**src/sv/maze_backtracker_step_assert.svh**
```systemverilog
// Assertion macros for the maze backtracker step block.
// Included by the modules that carry concurrent checks; no other dependencies.
`ifndef MAZE_BACKTRACKER_STEP_ASSERT_SVH
`define MAZE_BACKTRACKER_STEP_ASSERT_SVH

`ifndef SYNTHESIS

// A condition that must hold at every clock edge outside reset.
`define MBS_ASSERT_ALWAYS(label, clk, rst_n, cond, msg) \
    label: assert property (@(posedge clk) disable iff (!rst_n) (cond)) else $error(msg);

// A cause that must be followed by an effect at the next clock edge.
`define MBS_ASSERT_NEXT(label, clk, rst_n, ante, cons, msg) \
    label: assert property (@(posedge clk) disable iff (!rst_n) (ante) |=> (cons)) \
        else $error(msg);

// A cause that must come with an effect at the same clock edge.
`define MBS_ASSERT_SAME(label, clk, rst_n, ante, cons, msg) \
    label: assert property (@(posedge clk) disable iff (!rst_n) (ante) |-> (cons)) \
        else $error(msg);

`else

`define MBS_ASSERT_ALWAYS(label, clk, rst_n, cond, msg)
`define MBS_ASSERT_NEXT(label, clk, rst_n, ante, cons, msg)
`define MBS_ASSERT_SAME(label, clk, rst_n, ante, cons, msg)

`endif

`endif

```
**src/sv/mbs_pkg.sv**
```systemverilog
// Shared types and constants of the maze backtracker step block.
// Used by the controller, the datapath and the top level; no dependencies.
package mbs_pkg;

    localparam int DEF_ROWS = 16;
    localparam int DEF_COLS = 16;

    // Stream payload widths.
    localparam int RND_W      = 16;
    localparam int IN_DATA_W  = 16;
    localparam int IN_USER_W  = 1;
    localparam int POS_W      = 4;
    localparam int DIR_W      = 2;
    localparam int CNT_OUT_W  = 9;
    localparam int OUT_USER_W = 2;
    localparam int OUT_DATA_W = 32;
    localparam int OUT_PAD_W  = OUT_DATA_W - (4 * POS_W + DIR_W + CNT_OUT_W);

    // Action code carried in the input tuser.
    localparam logic ACT_START = 1'b0;
    localparam logic ACT_STEP  = 1'b1;

    typedef enum logic [1:0] {
        KIND_STARTED   = 2'd0,
        KIND_CARVED    = 2'd1,
        KIND_BACKTRACK = 2'd2,
        KIND_FINISHED  = 2'd3
    } t_kind;

    typedef enum logic [1:0] {
        DIR_UP    = 2'd0,
        DIR_DOWN  = 2'd1,
        DIR_LEFT  = 2'd2,
        DIR_RIGHT = 2'd3
    } t_dir;

    // Which row of the visited map is read this cycle.
    typedef enum logic [1:0] {
        RD_NONE = 2'd0,
        RD_UP   = 2'd1,
        RD_MID  = 2'd2,
        RD_DN   = 2'd3
    } t_rd;

    typedef struct packed {
        logic accept;
        logic clr_step;
        logic clr_seed;
        t_rd  rd;
        logic do_start;
        logic do_finish;
        logic do_decide;
        logic do_pop;
        logic load_out;
    } t_cmd;

    typedef struct packed {
        logic is_start;
        logic is_full;
        logic need_pop;
        logic clr_last;
        logic out_free;
    } t_stat;

endpackage

```
**src/sv/mbs_ram.sv**
```systemverilog
// Generic single-write, single-read RAM with registered read data.
// No dependencies; used for the visited map and the backtrack stack.
module mbs_ram #(
    parameter int WIDTH = 8,
    parameter int DEPTH = 16
) (
    input  logic                     i_clk,
    input  logic                     i_we,
    input  logic [$clog2(DEPTH)-1:0] i_waddr,
    input  logic [WIDTH-1:0]         i_wdata,
    input  logic [$clog2(DEPTH)-1:0] i_raddr,
    output logic [WIDTH-1:0]         o_rdata
);

    logic [WIDTH-1:0] r_mem [DEPTH];
    logic [WIDTH-1:0] r_rdata;

    always_ff @(posedge i_clk) begin
        if (i_we) begin
            r_mem[i_waddr] <= i_wdata;
        end
        r_rdata <= r_mem[i_raddr];
    end

    assign o_rdata = r_rdata;

endmodule

```
**src/sv/mbs_ctrl.sv**
```systemverilog
// Sequencer of the maze backtracker step block.
// Depends on mbs_pkg; drives the datapath through t_cmd and reads t_stat.
module mbs_ctrl
    import mbs_pkg::*;
(
    input  logic  i_clk,
    input  logic  i_rst_n,
    input  logic  i_in_valid,
    output logic  o_in_ready,
    input  t_stat i_stat,
    output t_cmd  o_cmd
);

    typedef enum logic [3:0] {
        S_RST_CLR,
        S_IDLE,
        S_CHECK,
        S_RD_MID,
        S_RD_DN,
        S_DECIDE,
        S_POP,
        S_START_CLR,
        S_EMIT
    } t_state;

    t_state r_state;
    t_state n_state;

    always_comb begin
        n_state = r_state;
        o_cmd   = '0;
        o_cmd.rd = RD_NONE;
        case (r_state)
            S_RST_CLR: begin
                o_cmd.clr_step = 1'b1;
                if (i_stat.clr_last) begin
                    n_state = S_IDLE;
                end
            end
            S_IDLE: begin
                if (i_in_valid) begin
                    o_cmd.accept = 1'b1;
                    n_state      = S_CHECK;
                end
            end
            S_CHECK: begin
                if (i_stat.is_start) begin
                    n_state = S_START_CLR;
                end else if (i_stat.is_full) begin
                    o_cmd.do_finish = 1'b1;
                    n_state         = S_EMIT;
                end else begin
                    o_cmd.rd = RD_UP;
                    n_state  = S_RD_MID;
                end
            end
            S_RD_MID: begin
                o_cmd.rd = RD_MID;
                n_state  = S_RD_DN;
            end
            S_RD_DN: begin
                o_cmd.rd = RD_DN;
                n_state  = S_DECIDE;
            end
            S_DECIDE: begin
                o_cmd.do_decide = 1'b1;
                n_state = i_stat.need_pop ? S_POP : S_EMIT;
            end
            S_POP: begin
                o_cmd.do_pop = 1'b1;
                n_state      = S_EMIT;
            end
            S_START_CLR: begin
                o_cmd.clr_step = 1'b1;
                o_cmd.clr_seed = 1'b1;
                if (i_stat.clr_last) begin
                    o_cmd.do_start = 1'b1;
                    n_state        = S_EMIT;
                end
            end
            S_EMIT: begin
                if (i_stat.out_free) begin
                    o_cmd.load_out = 1'b1;
                    n_state        = S_IDLE;
                end
            end
            default: begin
                n_state = S_IDLE;
            end
        endcase
    end

    always_ff @(posedge i_clk) begin
        if (!i_rst_n) begin
            r_state <= S_RST_CLR;
        end else begin
            r_state <= n_state;
        end
    end

    assign o_in_ready = (r_state == S_IDLE);

endmodule

```
**src/sv/mbs_dpath.sv**
```systemverilog
// Datapath of the maze backtracker step block: position, counters, visited
// map and backtrack stack RAMs, neighbor selection and the output register.
// Depends on mbs_pkg, mbs_ram and the assertion macro header.
`include "maze_backtracker_step_assert.svh"

module mbs_dpath
    import mbs_pkg::*;
#(
    parameter int ROWS = DEF_ROWS,
    parameter int COLS = DEF_COLS
) (
    input  logic                  i_clk,
    input  logic                  i_rst_n,
    input  t_cmd                  i_cmd,
    output t_stat                 o_stat,
    input  logic                  i_in_action,
    input  logic [RND_W-1:0]      i_in_rnd,
    input  logic                  i_out_ready,
    output logic                  o_out_valid,
    output logic [OUT_USER_W-1:0] o_out_kind,
    output logic [OUT_DATA_W-1:0] o_out_data
);

    localparam int RW    = $clog2(ROWS);
    localparam int CW    = $clog2(COLS);
    localparam int CELLS = ROWS * COLS;
    localparam int CNT_W = $clog2(CELLS + 1);
    localparam int SA_W  = $clog2(CELLS);
    localparam int SE_W  = RW + CW;

    // Remainder of a value by three: base-four digits sum to the same
    // remainder, then one short fold and a compare settle it.
    function automatic logic [1:0] f_mod3(input logic [RND_W-1:0] v);
        logic [4:0] s;
        logic [2:0] t;
        s = '0;
        for (int i = 0; i < RND_W / 2; i++) begin
            s = s + 5'(v[2*i +: 2]);
        end
        t = 3'(s[1:0]) + 3'(s[3:2]) + 3'(s[4]);
        if (t >= 3'd6) begin
            t = t - 3'd6;
        end else if (t >= 3'd3) begin
            t = t - 3'd3;
        end
        return t[1:0];
    endfunction

    logic [RW-1:0]    r_row;
    logic [CW-1:0]    r_col;
    logic [RW-1:0]    r_from_row;
    logic [CW-1:0]    r_from_col;
    logic [CNT_W-1:0] r_count;
    logic [CNT_W-1:0] r_depth;
    logic [RW-1:0]    r_clr_cnt;
    t_rd              r_rd_tag;
    logic             r_action;
    logic [RND_W-1:0] r_rnd;
    t_kind            r_kind;
    t_dir             r_dir;
    logic [COLS-1:0]  r_up;
    logic [COLS-1:0]  r_mid;
    logic             r_out_valid;
    t_kind            r_out_kind;
    logic [OUT_DATA_W-1:0] r_out_data;

    logic [RW-1:0]    row_m1, row_p1;
    logic [CW-1:0]    col_m1, col_p1;
    logic             row_first, row_last, col_first, col_last;
    logic [COLS-1:0]  dn_word;
    logic [3:0]       ok;
    logic [2:0]       n_cand;
    logic [1:0]       pick_k;
    logic [2:0]       idx;
    logic             found;
    t_dir             sel_dir;
    logic [RW-1:0]    tgt_row;
    logic [CW-1:0]    tgt_col;
    logic [COLS-1:0]  base_word;
    logic [COLS-1:0]  bit_word;
    logic             carve;
    logic [CNT_W-1:0] depth_m1;

    logic             map_we;
    logic [RW-1:0]    map_waddr;
    logic [COLS-1:0]  map_wdata;
    logic [RW-1:0]    map_raddr;
    logic [COLS-1:0]  map_rdata;

    logic             stk_we;
    logic [SE_W-1:0]  stk_rdata;

    assign row_m1    = r_row - RW'(1);
    assign row_p1    = r_row + RW'(1);
    assign col_m1    = r_col - CW'(1);
    assign col_p1    = r_col + CW'(1);
    assign row_first = (r_row == '0);
    assign row_last  = (r_row == RW'(ROWS - 1));
    assign col_first = (r_col == '0);
    assign col_last  = (r_col == CW'(COLS - 1));
    assign depth_m1  = r_depth - CNT_W'(1);

    // The lower row arrives straight from the map RAM in the decide cycle.
    assign dn_word = map_rdata;

    always_comb begin
        ok[0] = row_first ? 1'b0 : !r_up[r_col];
        ok[1] = row_last  ? 1'b0 : !dn_word[r_col];
        ok[2] = col_first ? 1'b0 : !r_mid[col_m1];
        ok[3] = col_last  ? 1'b0 : !r_mid[col_p1];
    end

    assign n_cand = 3'($countones(ok));

    always_comb begin
        case (n_cand)
            3'd2:    pick_k = {1'b0, r_rnd[0]};
            3'd3:    pick_k = f_mod3(r_rnd);
            3'd4:    pick_k = r_rnd[1:0];
            default: pick_k = 2'd0;
        endcase
    end

    // Walk the candidates in up, down, left, right order to the chosen one.
    always_comb begin
        idx     = '0;
        found   = 1'b0;
        sel_dir = DIR_UP;
        for (int d = 0; d < 4; d++) begin
            if (ok[d]) begin
                if (!found && idx == {1'b0, pick_k}) begin
                    sel_dir = t_dir'(d[1:0]);
                    found   = 1'b1;
                end
                idx = idx + 3'd1;
            end
        end
    end

    always_comb begin
        tgt_row   = r_row;
        tgt_col   = r_col;
        base_word = r_mid;
        case (sel_dir)
            DIR_UP: begin
                tgt_row   = row_m1;
                base_word = r_up;
            end
            DIR_DOWN: begin
                tgt_row   = row_p1;
                base_word = dn_word;
            end
            DIR_LEFT:  tgt_col = col_m1;
            DIR_RIGHT: tgt_col = col_p1;
            default:   tgt_col = r_col;
        endcase
    end

    assign bit_word = {{(COLS - 1){1'b0}}, 1'b1} << tgt_col;
    assign carve    = i_cmd.do_decide && (ok != 4'd0);

    always_comb begin
        case (i_cmd.rd)
            RD_UP:   map_raddr = row_first ? r_row : row_m1;
            RD_DN:   map_raddr = row_last ? r_row : row_p1;
            default: map_raddr = r_row;
        endcase
    end

    always_comb begin
        if (i_cmd.clr_step) begin
            map_we    = 1'b1;
            map_waddr = r_clr_cnt;
            map_wdata = (i_cmd.clr_seed && r_clr_cnt == '0) ? COLS'(1) : '0;
        end else begin
            map_we    = carve;
            map_waddr = tgt_row;
            map_wdata = base_word | bit_word;
        end
    end

    assign stk_we = carve && (r_depth < CNT_W'(CELLS));

    mbs_ram #(
        .WIDTH (COLS),
        .DEPTH (ROWS)
    ) u_map (
        .i_clk   (i_clk),
        .i_we    (map_we),
        .i_waddr (map_waddr),
        .i_wdata (map_wdata),
        .i_raddr (map_raddr),
        .o_rdata (map_rdata)
    );

    mbs_ram #(
        .WIDTH (SE_W),
        .DEPTH (CELLS)
    ) u_stack (
        .i_clk   (i_clk),
        .i_we    (stk_we),
        .i_waddr (r_depth[SA_W-1:0]),
        .i_wdata ({r_row, r_col}),
        .i_raddr (depth_m1[SA_W-1:0]),
        .o_rdata (stk_rdata)
    );

    always_ff @(posedge i_clk) begin
        if (!i_rst_n) begin
            r_row       <= '0;
            r_col       <= '0;
            r_count     <= '0;
            r_depth     <= '0;
            r_clr_cnt   <= '0;
            r_rd_tag    <= RD_NONE;
            r_out_valid <= 1'b0;
        end else begin
            r_rd_tag <= i_cmd.rd;
            if (i_cmd.clr_step) begin
                r_clr_cnt <= o_stat.clr_last ? '0 : r_clr_cnt + RW'(1);
            end
            if (i_cmd.do_start) begin
                r_row   <= '0;
                r_col   <= '0;
                r_count <= CNT_W'(1);
                r_depth <= '0;
            end
            if (carve) begin
                r_row   <= tgt_row;
                r_col   <= tgt_col;
                r_count <= r_count + CNT_W'(1);
                if (stk_we) begin
                    r_depth <= r_depth + CNT_W'(1);
                end
            end else if (i_cmd.do_decide && r_depth != '0) begin
                r_depth <= depth_m1;
            end
            if (i_cmd.do_pop) begin
                {r_row, r_col} <= stk_rdata;
            end
            if (i_cmd.load_out) begin
                r_out_valid <= 1'b1;
            end else if (i_out_ready) begin
                r_out_valid <= 1'b0;
            end
        end
    end

    always_ff @(posedge i_clk) begin
        if (i_cmd.accept) begin
            r_action   <= i_in_action;
            r_rnd      <= i_in_rnd;
            r_from_row <= r_row;
            r_from_col <= r_col;
        end
        if (r_rd_tag == RD_UP) begin
            r_up <= map_rdata;
        end
        if (r_rd_tag == RD_MID) begin
            r_mid <= map_rdata;
        end
        if (i_cmd.do_start) begin
            r_from_row <= '0;
            r_from_col <= '0;
            r_kind     <= KIND_STARTED;
            r_dir      <= DIR_UP;
        end
        if (i_cmd.do_finish) begin
            r_kind <= KIND_FINISHED;
            r_dir  <= DIR_UP;
        end
        if (i_cmd.do_decide) begin
            r_kind <= carve ? KIND_CARVED : KIND_BACKTRACK;
            r_dir  <= carve ? sel_dir : DIR_UP;
        end
        if (i_cmd.load_out) begin
            r_out_kind <= r_kind;
            r_out_data <= {OUT_PAD_W'(0),
                           CNT_OUT_W'(r_count),
                           r_dir,
                           POS_W'(r_col),
                           POS_W'(r_row),
                           POS_W'(r_from_col),
                           POS_W'(r_from_row)};
        end
    end

    always_comb begin
        o_stat.is_start = (r_action == ACT_START);
        o_stat.is_full  = (r_count >= CNT_W'(CELLS));
        o_stat.need_pop = (ok == 4'd0) && (r_depth != '0);
        o_stat.clr_last = (r_clr_cnt == RW'(ROWS - 1));
        o_stat.out_free = !r_out_valid || i_out_ready;
    end

    assign o_out_valid = r_out_valid;
    assign o_out_kind  = r_out_kind;
    assign o_out_data  = r_out_data;

    `MBS_ASSERT_ALWAYS(a_count_bound, i_clk, i_rst_n, r_count <= CNT_W'(CELLS), "visited count beyond grid size")
    `MBS_ASSERT_ALWAYS(a_depth_le_count, i_clk, i_rst_n, r_depth <= r_count, "stack deeper than visited count")
    `MBS_ASSERT_NEXT(a_carve_counts, i_clk, i_rst_n, carve, r_count == $past(r_count) + CNT_W'(1), "carve did not bump count")
    `MBS_ASSERT_ALWAYS(a_map_one_writer, i_clk, i_rst_n, !(i_cmd.clr_step && carve), "clear sweep and carve collide")

endmodule

```
**src/sv/maze_backtracker_step.sv**
```systemverilog
// Randomized depth-first maze carving over a ROWS by COLS grid, one carving
// iteration per input item and exactly one result item per input item. The
// input tuser selects the action (start a new maze or take one step) and
// tdata carries a 16-bit random value that picks among the unvisited
// neighbors of the current cell, in up, down, left, right order, as
// random mod count. Each result reports what happened (started, carved,
// backtracked or finished), the cell before and after the item, the carved
// wall and the number of visited cells. Timing: after reset the block runs a
// clearing pass over the visited map, one map row per cycle, so it takes no
// item until the pass is done. An accepted step reads the map and decides;
// a backtrack that pops the stack adds a pop state, a dead end with an empty
// stack does not, a finished report skips the reads and a start reruns the
// clearing pass. The step time is set by the visited map, which is stored
// one grid row per word in a RAM with one read port and registered read
// data: the rows above, at and below the current cell are read in turn, and
// a pop adds one registered read of the stack RAM. Any result may wait in
// the output register while the next item is already taken.
// Depends on mbs_pkg, mbs_ctrl, mbs_dpath and mbs_ram.
module maze_backtracker_step
    import mbs_pkg::*;
#(
    parameter int ROWS = DEF_ROWS,
    parameter int COLS = DEF_COLS
) (
    input  logic                  i_clk,
    input  logic                  i_rst_n,
    // Input items.
    input  logic                  s_axis_tvalid,
    output logic                  s_axis_tready,
    input  logic [IN_DATA_W-1:0]  s_axis_tdata,   // [15:0] random_value
    input  logic [IN_USER_W-1:0]  s_axis_tuser,   // [0] action: 0 start, 1 step
    // Result items.
    output logic                  m_axis_tvalid,
    input  logic                  m_axis_tready,
    // [3:0] from_row, [7:4] from_col, [11:8] to_row, [15:12] to_col,
    // [17:16] direction, [26:18] cells_visited, [31:27] zero
    output logic [OUT_DATA_W-1:0] m_axis_tdata,
    output logic [OUT_USER_W-1:0] m_axis_tuser    // [1:0] kind
);

    t_cmd  cmd;
    t_stat stat;

    // The controller sequences each item; it only raises ready when idle.
    mbs_ctrl u_ctrl (
        .i_clk      (i_clk),
        .i_rst_n    (i_rst_n),
        .i_in_valid (s_axis_tvalid),
        .o_in_ready (s_axis_tready),
        .i_stat     (stat),
        .o_cmd      (cmd)
    );

    // The datapath holds the maze state and the output register.
    mbs_dpath #(
        .ROWS (ROWS),
        .COLS (COLS)
    ) u_dpath (
        .i_clk       (i_clk),
        .i_rst_n     (i_rst_n),
        .i_cmd       (cmd),
        .o_stat      (stat),
        .i_in_action (s_axis_tuser[0]),
        .i_in_rnd    (s_axis_tdata[RND_W-1:0]),
        .i_out_ready (m_axis_tready),
        .o_out_valid (m_axis_tvalid),
        .o_out_kind  (m_axis_tuser),
        .o_out_data  (m_axis_tdata)
    );

endmodule

```
**config.mk**
```make
export PLATFORM = sky130hd
export DESIGN_NAME = maze_backtracker_step
export DESIGN_NICKNAME = d
export VERILOG_FILES = /design/src/sv/mbs_pkg.sv /design/src/sv/mbs_ram.sv /design/src/sv/mbs_ctrl.sv /design/src/sv/mbs_dpath.sv /design/src/sv/maze_backtracker_step.sv
export VERILOG_INCLUDE_DIRS = /design/src /design/src/sv
export SDC_FILE = /design/constraint.sdc
export NUM_CORES = 2
export LEC_CHECK = 0
export BUFFER_PORTS_ARGS = -buffer_cell sky130_fd_sc_hd__buf_2
export CAP_MARGIN = 20
export CORE_MARGIN = 2
export CORE_UTILIZATION = 50
export CTS_CLUSTER_SIZE = 10
export DETAILED_ROUTE_END_ITERATION = 12
export PLACE_DENSITY = 0.66
export SKIP_CTS_REPAIR_TIMING = 1
export SYNTH_ARGS = -nofsm -noshare
export SYNTH_HDL_FRONTEND = slang
export SYNTH_SLANG_ARGS = --single-unit
```
**constraint.sdc**
```tcl
create_clock -name i_clk -period 15.2 [get_ports i_clk]
set_clock_uncertainty 0.05 [all_clocks]
set_input_delay 1.52 -clock i_clk [delete_from_list [all_inputs] [get_ports i_clk]]
set_output_delay 1.52 -clock i_clk [all_outputs]
set_load 0.02 [all_outputs]
```
==> results.cfg <==
[detailed_routing]
drc = 0
initialDrtViolationCount = 5650
ant_nets = 0
dr.pass1.iters = 6
wire_per_inst_um = 30.4
routed_wl_mm = 219
via_per_inst = 6.29
vias = 45370

[finish]
instances_no_fill = 7211
final_area_um2 = 108000
fin_nets = 4651
area_growth_syn_to_layout_pct = 12.0
drive_above_1_share = 0.274
num-fill-cells = 13874

[sta]
fin_crit_ns = 8.83
finalSetupViolCount = 0
finalHoldViolCount = 0
setup_tns_ns = 0
max_freq_ghz = 0.113
min_period_over_period = 0.581
rsz0062_at_grt = no
tightest_slew_ns = 1.19
relSlewSlack = 0.204
final_max_slew_viol_count = 0

[clocking]
clk_latency_ns = 0.93
clkTransAtPathRegs_ns = 0.05
max-clock-path-buffers = 4
cts_tree = yes
cts_buffers = 298
clkSinkCount = 2455
cts.htree.levels = 5
root_buffer = clkbuf_16

[logic_synthesis]
synth_area_leader_cell = edfxtp_1
synth.cell_area_um2 = 96300
synth_ff_type = edfxtp_1
synth_cell_types = 80
synthesis.instances = 4392
ys_seq_elements = 2455
synth_top_area_frac = 0.744
netlist_top_cells_count = edfxtp_1 (2386), mux4_2 (752), nor2_1 (306), clkbuf_1 (183), nand2_1 (77)
syn_avg_cell_area_um2 = 21.9
ys_async_sr_fraction = 0
ys_seq_area_frac = 0.758
synthTopCellsByArea = edfxtp_1 (74%), mux4_2 (18%), dfxtp_1 (1.4%), nor2_1 (1.2%), clkbuf_1 (0.71%)
synth.most_common_cell = edfxtp_1
ys_warn_count = 0
synth_edf_count = 2386

[power_and_ir_drop]
p_sw_frac = 0.187
ir_worst_vdd_uv = 96.1
seqPwrFrac = 0.545
p_clk_frac = 0.450
p_switching_mw = 2.53
power-per-cell-area_nw_per_um2 = 125
leakagePower_nw = 33.3
internal-power_mw = 11.0
combPwrFrac = 0.005

[global_route]
met3_usage = 0.0420
track_usage = 0.224
use_met1 = 0.330
grt_pass1_wl_mm = 321
grtUsageMet2 = 0.347
antenna_found_initial = 7
grt_max_degree = 230
grt_overflow = 0
grt_pass1_vias = 45417
busiest_layer = met2

[placement]
portBuffers = 51
placedCellCount = 6809
hpwl_mm = 127
gp_congestion = 0.814
placed_area_um2 = 99800

[min_path]
min_from = u_dpath.r_kind[0]$_DFFE_PP_
min_path_cells = 0
hold_class = reg2reg

[critical_path]
start_kind = flop
crit_required_ns = 15.68
cp_data_arrival_time_ns = 9.31
rr_worst_depth = 26
cp_max_fo = 24
rrSetupSlack_ns = 6.37
cp-startpoint = u_dpath.r_rnd[0]$_DFFE_PP_
end_kind = flop
crit_type = reg2reg
r2r-start = u_dpath.r_rnd[0]$_DFFE_PP_

[floorplan]
core-area_um2 = 192000
die_w_um = 443
rows = 161
dieArea_um2 = 196000
start_util = 0.502
die_h_um = 443
ios = 57

[job]
cap_violations = 0

[outcome]
status = completed
==> logic make-up (layout without fill, tap and decap cells) <==
logic type,Yosys count,count (layout),share of synthesized area
buf+inv,301,588,0.0123
compound gates,221,221,0.0160
fa+ha+maj,37,37,0.00590
other cells,1,7,0.0000389
mux,788,788,0.180
simple gates,567,567,0.0262
xor+xnor,22,22,0.00208
flops,2455,2455,0.758
==> final timing paths <==
kind                                               end
setup reg to reg  u_dpath.u_map.r_mem[13][8]$_DFFE_PP_
setup / recovery  u_dpath.u_map.r_mem[13][8]$_DFFE_PP_
hold / removal         u_dpath.o_out_kind[0]$_DFFE_PP_
hold reg to reg        u_dpath.o_out_kind[0]$_DFFE_PP_
==> metal layers <==
metal | vias up | share of wire
li1 | 18733 | -
met1 | 24236 | 0.41
met2 | 2045 | 0.48
met3 | 352 | 0.082
met4 | 4 | 0.027
met5 | - | 0.00012
==> flip-flops by register name (all words and copies together) (netlist names), 8 cells and up <==
signal and cells:
u_dpath.r_up 16, u_dpath.r_mid 16, u_dpath.r_count 9, u_dpath.r_rnd 16
u_dpath.u_stack.o_rdata 8, u_dpath.u_map.o_rdata 16, u_dpath.o_out_data 27, u_dpath.r_depth 9
u_dpath.u_stack.r_mem 2048, u_dpath.u_map.r_mem 256
==> final cells by class <==
cell class,count,area (um2),area share
antenna,2,5.00,0.0000464
clock buffer,382,7940,0.0736
clock inverter,8,62.6,0.000580
inverter,52,196,0.00182
multi-input combinational,1640,22400,0.207
sequential,2455,73100,0.677
tap,2526,3160,0.0293
timing repair buffer,146,1090,0.0101
==> cell usage in the layout, fill, tap and decap left out, types with 8 or more instances in the layout <==
master	synthesis	layout
o221ai_1	17	17
dfxtp_1	69	60
inv_1	50	50
and2_1	17	17
nor2b_1	45	45
dfxtp_4	0	9
a211oi_1	18	18
mux2i_1	29	29
clkbuf_16	0	306
and3_1	10	10
a31oi_1	9	9
nand3_1	48	33
buf_2	20	51
nand2b_1	8	8
nand3_2	0	15
nor3_2	0	16
o22ai_1	19	19
o21ai_0	33	32
nand2_1	77	76
clkbuf_1	183	76
nor3_1	29	13
a21oi_1	47	46
nor2_1	306	304
edfxtp_1	2386	2386
xnor2_1	17	12
fa_1	14	14
buf_12	0	9
a21boi_0	8	8
ha_1	23	22
mux4_2	752	752
buf_4	5	85
==> per-stage QoR <==
step | total power [mW] | hold slack [ns] | setup WS [ns] | util
floorplan | 7.53 | 0.350 | 4.33 | -
global placement | 7.56 | 0.356 | 6.51 | 0.520
detailed placement | 7.56 | 0.364 | 6.32 | 0.520
CTS | 13.6 | 0.371 | 6.35 | 0.562
global route | 13.9 | 0.374 | 5.94 | 0.562
finish | 13.5 | 0.373 | 6.37 | 0.562
==> power groups by stage <==
stage | clock [mW] | combinational, mW | sequential (mW)
floorplan | 0 | 0.0501 | 7.48
CTS | 6.17 | 0.0742 | 7.35
global placement | 0 | 0.0719 | 7.48
detailed placement | 0 | 0.0738 | 7.49
finish | 6.07 | 0.0736 | 7.35
global route | 6.43 | 0.0796 | 7.34
==> critical path: stages (launching register included) <==
cell and delay (ns):
edfxtp_1 0.38, ha_1 0.21, inv_1 0.06, fa_1 0.40
inv_1 0.07, fa_1 0.42, fa_1 0.49, inv_1 0.05
fa_1 0.48, inv_1 0.04, ha_1 0.20, fa_1 0.55
inv_1 0.06, fa_1 0.37, inv_1 0.09, fa_1 0.48
ha_1 0.26, or3b_1 0.38, a21o_1 0.17, a21oi_1 0.42
nand3_1 0.20, a41o_1 0.25, and2_1 0.26, a21oi_4 0.61
xnor2_1 0.22, nand3b_1 0.32, o22ai_1 0.94
(Power assumes the default switching activity.)
